==> config.mk <==
export PLATFORM = sky130hd
export DESIGN_NAME = vmm_divider
export DESIGN_NICKNAME = d
export VERILOG_FILES = /design/src/vmm_pkg.sv /design/src/vmm_divider.sv
export SDC_FILE = /design/constraint.sdc
export NUM_CORES = 1
export LEC_CHECK = 0
export ABC_AREA = 0
export ABC_CLOCK_PERIOD_IN_PS = 2840
export BUFFER_PORTS_ARGS = -buffer_cell sky130_fd_sc_hd__clkbuf_2
export CAP_MARGIN = 10
export CORE_ASPECT_RATIO = 0.5
export CORE_MARGIN = 10
export CORE_UTILIZATION = 40
export CTS_BUF_LIST = sky130_fd_sc_hd__clkbuf_2
export CTS_CLUSTER_SIZE = 20
export DETAILED_ROUTE_END_ITERATION = 16
export PLACE_DENSITY = 0.6
export SYNTH_ARGS = -nofsm -noshare
export SYNTH_HDL_FRONTEND = slang
export SYNTH_SLANG_ARGS = --single-unit
==> constraint.sdc <==
create_clock -name clk -period 2.84 [get_ports clk]
set_clock_uncertainty 0.05 [all_clocks]
set_input_delay 0.284 -clock clk [delete_from_list [all_inputs] [get_ports clk]]
set_output_delay 0.284 -clock clk [all_outputs]
set_load 0.03 [all_outputs]
==> src/vmm_pkg.sv <==
// Shared types and constants of the video mode matcher.
// No dependencies; imported by vmm_divider and video_mode_matcher_core.
`default_nettype none
package vmm_pkg;

	localparam int unsigned QTY_COUNT   = 5;
	localparam int unsigned INDEX_LIMIT = 32;
	localparam logic [11:0] LINES_MAX   = 12'hFFF;
	localparam logic [16:0] CLOCK_MAX   = 17'h1FFFF;

	localparam logic [2:0] QTY_APIX  = 3'd0;
	localparam logic [2:0] QTY_ALIN  = 3'd1;
	localparam logic [2:0] QTY_LTOT  = 3'd2;
	localparam logic [2:0] QTY_LINES = 3'd3;
	localparam logic [2:0] QTY_CLOCK = 3'd4;

	localparam logic [1:0] ST_MATCHED     = 2'd0;
	localparam logic [1:0] ST_INVALID     = 2'd1;
	localparam logic [1:0] ST_DISCONNECTED = 2'd2;

	localparam logic ACT_LOAD     = 1'b0;
	localparam logic ACT_CLASSIFY = 1'b1;

	localparam logic [1:0] REG_REFCLK = 2'd0;
	localparam logic [1:0] REG_COUNT  = 2'd1;
	localparam logic [1:0] REG_ACCEPT = 2'd2;

	typedef enum logic [2:0] {
		S_IDLE,
		S_LINES,
		S_MUL,
		S_CLOCK,
		S_RD,
		S_CMP,
		S_DONE
	} seq_state_t;

	typedef struct packed {
		logic        start;
		logic [39:0] dividend;
		logic [23:0] divisor;
		logic [5:0]  steps;
	} div_req_t;

	typedef struct packed {
		logic        busy;
		logic        done;
		logic [39:0] quotient;
	} div_rsp_t;

	function automatic logic [3:0] miss_cost(input logic [2:0] qty);
		case (qty)
			QTY_APIX:  miss_cost = 4'd1;
			QTY_ALIN:  miss_cost = 4'd1;
			QTY_LTOT:  miss_cost = 4'd2;
			QTY_LINES: miss_cost = 4'd2;
			QTY_CLOCK: miss_cost = 4'd5;
			default:   miss_cost = 4'd0;
		endcase
	endfunction

endpackage
`default_nettype wire

==> src/vmm_divider.sv <==
// Restoring serial divider, one quotient bit per cycle.
// Depends on vmm_pkg for the request and response structs.
`default_nettype none
module vmm_divider (
	input  wire logic            clk,
	input  wire logic            arst_n,
	input  wire vmm_pkg::div_req_t req,
	output vmm_pkg::div_rsp_t    rsp
);
	import vmm_pkg::*;

	logic [39:0] dq_q;
	logic [23:0] rem_q;
	logic [23:0] div_q;
	logic [5:0]  cnt_q;
	logic        busy_q;
	logic        done_q;
	logic [24:0] trial;
	logic        fits;

	// dividend must be aligned to the top; quotient shifts in at the bottom
	assign trial = {rem_q, dq_q[39]};
	assign fits  = trial >= {1'b0, div_q};

	always_ff @(posedge clk or negedge arst_n) begin
		if (!arst_n) begin
			busy_q <= 1'b0;
			done_q <= 1'b0;
			cnt_q  <= '0;
		end else begin
			done_q <= 1'b0;
			if (req.start) begin
				busy_q <= 1'b1;
				cnt_q  <= req.steps;
			end else if (busy_q) begin
				cnt_q <= cnt_q - 6'd1;
				if (cnt_q == 6'd1) begin
					busy_q <= 1'b0;
					done_q <= 1'b1;
				end
			end
		end
	end

	always_ff @(posedge clk) begin
		if (req.start) begin
			dq_q  <= req.dividend;
			div_q <= req.divisor;
			rem_q <= '0;
		end else if (busy_q) begin
			dq_q  <= {dq_q[38:0], fits};
			rem_q <= fits ? 24'(trial - {1'b0, div_q}) : trial[23:0];
		end
	end

	assign rsp.busy     = busy_q;
	assign rsp.done     = done_q;
	assign rsp.quotient = dq_q;

endmodule
`default_nettype wire

==> results.md <==
- In the routed layout, each cell is associated on average with a via count of approximately 5.0.
- The share of synthesized area in the top cell type comes to a little over a third.
- Cells fill between 50% and 60% of the core in the end.
- The number of cells on the worst reg-to-reg path is 11.
- The most common cell in the synthesized netlist is edfxtp_1.
- Clock-pin slew was measured on the worst setup and hold paths at roughly 0.29 ns.
- The internal power contribution is 0.00325 W.
- The final total power is between 0.005 and 0.006 W.
- The type of element launching the critical path is a flip-flop.
- In this run, synthesis produced a sequential element count of between 90 and 100.
- In this run, flip-flops and latches consume between 30% and 40% of the power.
- The most common flop cell mapped by yosys is edfxtp_1.
- The core region is roughly 13000 um^2.
- The number of global-route vias before repair is ~4300.
- The iteration count of the initial detailed-routing pass is 5.
- The part of the total power dissipated in the clock network is between 10% and 20%.
- In this run the deepest clock path goes through 2 buffers.
- The worst hold path was traced through 4 stages.
- The violation count after the first detailed-routing iteration is 278.
- The fraction of the yosys area taken by sequential cells is just under 50%.
- The worst min-delay path class is input pin to flip-flop.
- Setup violations remaining at the end of the flow were counted as 0.
- The number of antenna repair diodes is 0.
- The number of buffers created by CTS is 9.
- Entering global routing, the biggest net connects a little under 60 pins.
- Global routing used 14.4% of the available tracks.
- Setup repair after global routing could not meet its margin everywhere.
- The final RePlAce weighted congestion is roughly 0.84.
- Max-cap violations in this run came to 0.
- The cell count after synthesis came out at between 400 and 500.
- The detailed-route wire length is around 13000 um.
- VDD sags by at most 0.000326 V.
- The sequential cells in the finished layout cover a total of 2600 um^2.
- The tree is rooted in a clkbuf_2.
- The Yosys warning count is 0.
- The die boundary height is about 100 um.
- The classification of the worst setup path is flip-flop to flip-flop.
- The layout cell share with drive strength beyond 1 is between 30 and 40%.
- The clock latency reported for the late side of the worst-skew pair is around 0.6 ns.
- The H-tree was split into 3 levels.
- Power spread over the standard cell area amounts to a little under 800 nW/um^2.
- The cell area that synthesis handed to floorplanning was about 5200 um^2.
- The biggest fanout along the worst timing path is 4.
- The remaining max-slew budget at the tightest pin is ~55%.
- At the worst endpoint, the arrival time is ~3.2 ns.
- For the worst setup path, the data required time is around 3.3 ns.
- The number of sinks driven by the clock tree is 96.
- The critical path capture point type is a flip-flop.
- The commonest cells after synthesis are 64 x edfxtp_1, 42 x mux2_2, 40 x nor2_1, 34 x inv_1, 26 x ha_1.
- The total nets after synthesis is between 500 and 600.
- The cell type with the largest total area after synthesis is edfxtp_1.
- The remaining antenna violation count is 0.
- The final max-slew violation count is 0.
- The minimum clock period is about 2.7 ns.
- After synthesis, the cell types taking the most area are edfxtp_1 37%, dfxtp_1 9.2%, mux2_2 9.0%, ha_1 6.2%, dfrtp_1 3.8%.
- The final-report hold violation count is 0.
- The leakage power of the design is approximately 3 nW.
- The starting density of the core is between 40 and 50%.
- In this run, the combinational gates consume about half of the power.
- The count of boundary I/O pins is ~120.
- The proportion of synthesized flip-flops having asynchronous set or reset is 8.33%.
- The floorplan step defined a die boundary enclosing around 18000 um^2.
- The number of DRC violations after detailed routing is 0.
- In the final routed layout, each cell accounts on average for between 15 and 20 um.
- In the final layout, the multi-input gates occupy between 2000 and 2500 um^2.
- The flow ran to the end, and the final reports show no timing, DRC or antenna violations.
- The number of port buffers is between 100 and 150.
- Yosys mapped a number of flops with a built-in enable equal to 64.
- The standard-cell row count is 29.
- Compared with the post-synthesis result, the final layout area differs by 32.6%.
- The path with the worst hold slack has its endpoint at rem_q[8].
- Summed over all layers, the global routing overflow is 0.
- Based on the critical path, the design can be clocked at up to 0.364 GHz.
- The endpoint of the most critical register-to-register path is rem_q[16].
- The total of fill cells in the finished design is around 1200.
- The post-layout net count is between 700 and 800.
- The CTS tree is yes.
- The final critical path takes up between 90% and 100% of the cycle.
- The transition time at the pin with the least slew margin is around 0.67 ns.
- In this run the power spent charging and discharging nets is roughly 0.0023 W.
- The switching share of power is roughly two fifths.
- The startpoint identified for the worst hold timing path is req[70].
- The count of distinct cell types in the synthesized netlist is 62.
- The global-route wire length before repair is between 20000 and 25000 um.
- The horizontal die dimension is between 150 and 200 um.
- After legalization and detailed placement, the total HPWL measured between 9000 and 10000 um.
- The mean instance size in the synthesized netlist is 11.4 um^2.
- The startpoint identified for the worst register-to-register timing path is dq_q[39].
- Across all register-to-register paths, the minimum setup slack is between 0.09 and 0.1 ns.
- The vias after detailed routing is approximately 4200.
- The initial antenna violation count is 0.
-- what timing repair did --
action	CTS	global route
setup endpoints to repair	0	20
setup buffers	0	4
gates resized for setup	0	13
hold buffers	72	0
hold endpoints to repair	78	0
-- through the flow --
step / cell area, um^2 / hold WS (ns) / setup TNS (ns) / worst slack [ns] / cells
floorplan: 5250 / -0.0616 / 0 / 0.0913 / 459
global placement: 6030 / 0.0957 / 0 / 0.157 / 737
detailed placement: 6030 / 0.0953 / 0 / 0.0781 / 737
CTS: 6860 / 0.0139 / 0 / 0.0316 / 825
global route: 6960 / 0.0299 / -0.0882 / -0.0882 / 830
finish: 6960 / 0.0702 / 0 / 0.0905 / 830
-- cell usage in the layout, fill, tap and decap left out, types with 3 or more instances in the layout --
master and count:
a211oi_1 13, a21o_1 8, a21oi_1 13, a311oi_1 5
and2_1 3, buf_4 18, clkbuf_2 123, dfrtp_1 8
dfxtp_1 24, dlygate4sd3_1 72, edfxtp_1 64, ha_1 23
inv_1 34, mux2_2 42, mux2i_1 18, nand2_1 24
nand2b_1 4, nand3_1 6, nand4_1 3, nor2_1 40
nor3_1 5, nor4_1 4, o211ai_1 3, o21a_1 5
o21ai_0 17, o21ai_1 5, o21bai_1 4, o31ai_1 3
or3_1 5, xnor2_1 12, xor2_1 6
-- worst max path at each step --
stage | startpoint | to | slack (ns) | depth (start not counted)
final | dq_q[39] | rem_q[16] | 0.09 | 11
after global routing | dq_q[39] | rem_q[16] | -0.09 | 11
after CTS | div_q[7] | rem_q[16] | 0.03 | 10
after detailed placement | dq_q[39] | rem_q[16] | 0.08 | 11
after global placement | div_q[7] | rem_q[16] | 0.16 | 10
after floorplan | dq_q[39] | rem_q[16] | 0.09 | 11
-- power by group through the flow --
stage	clock (W)	combinational [W]	sequential (W)
after floorplan	0	0.00188	0.00216
after detailed placement	0	0.00262	0.00203
after global routing	0.000757	0.00313	0.00205
after global placement	0	0.00259	0.00203
final	0.000678	0.00282	0.00201
after CTS	0.000699	0.00271	0.00201
-- state kept, by name, indices dropped and copies added, names as in the netlist --
name / flops
cnt_q: 6
rem_q: 24
div_q: 24
busy_q: 1
done_q: 1
dq_q: 40
-- routing by layer --
metal | GRT usage, % | wire length (um) | vias to the layer above | share of wire [%]
met1 | 18.6 | 6400 | 1961 | 48
li1 | - | - | 2091 | -
met5 | 0 | 0 | - | 0
met3 | 6.42 | 998 | 4 | 7.5
met4 | 3.05 | 69 | 0 | 0.52
met2 | 21.8 | 5780 | 101 | 44
-- worst max-delay path, stage by stage, from the launching register on --
cell and delay, ns:
edfxtp_1 0.47, inv_1 0.08, ha_2 0.18, fa_2 0.22
nor2b_2 0.05, o31a_1 0.32, o21ai_4 0.21, o21ai_2 0.12
a2111oi_4 0.33, nor3_1 0.08, or3b_1 0.37, a311oi_2 0.24
-- cell families (layout without fill, tap and decap cells) --
group,count (synthesis),in the layout,synth area share [%]
AND/OR/NAND/NOR,102,102,9.08
multiplexers,60,60,12.4
flip-flops,96,96,49.6
AO/OA/AOI/OAI,103,104,15.0
adder cells (fa/ha/maj),27,27,6.58
buffers and inverters,53,253,4.29
XOR/XNOR,18,18,3.00
-- layout make-up --
cell class	count	area share, %
timing repair buffer	203	20.4
clock buffer	10	0.719
tap	170	3.06
inverter	34	1.83
sequential	96	37.4
clock inverter	6	0.827
multi-input combinational	311	35.7
Power figures use the tool's default switching activity.
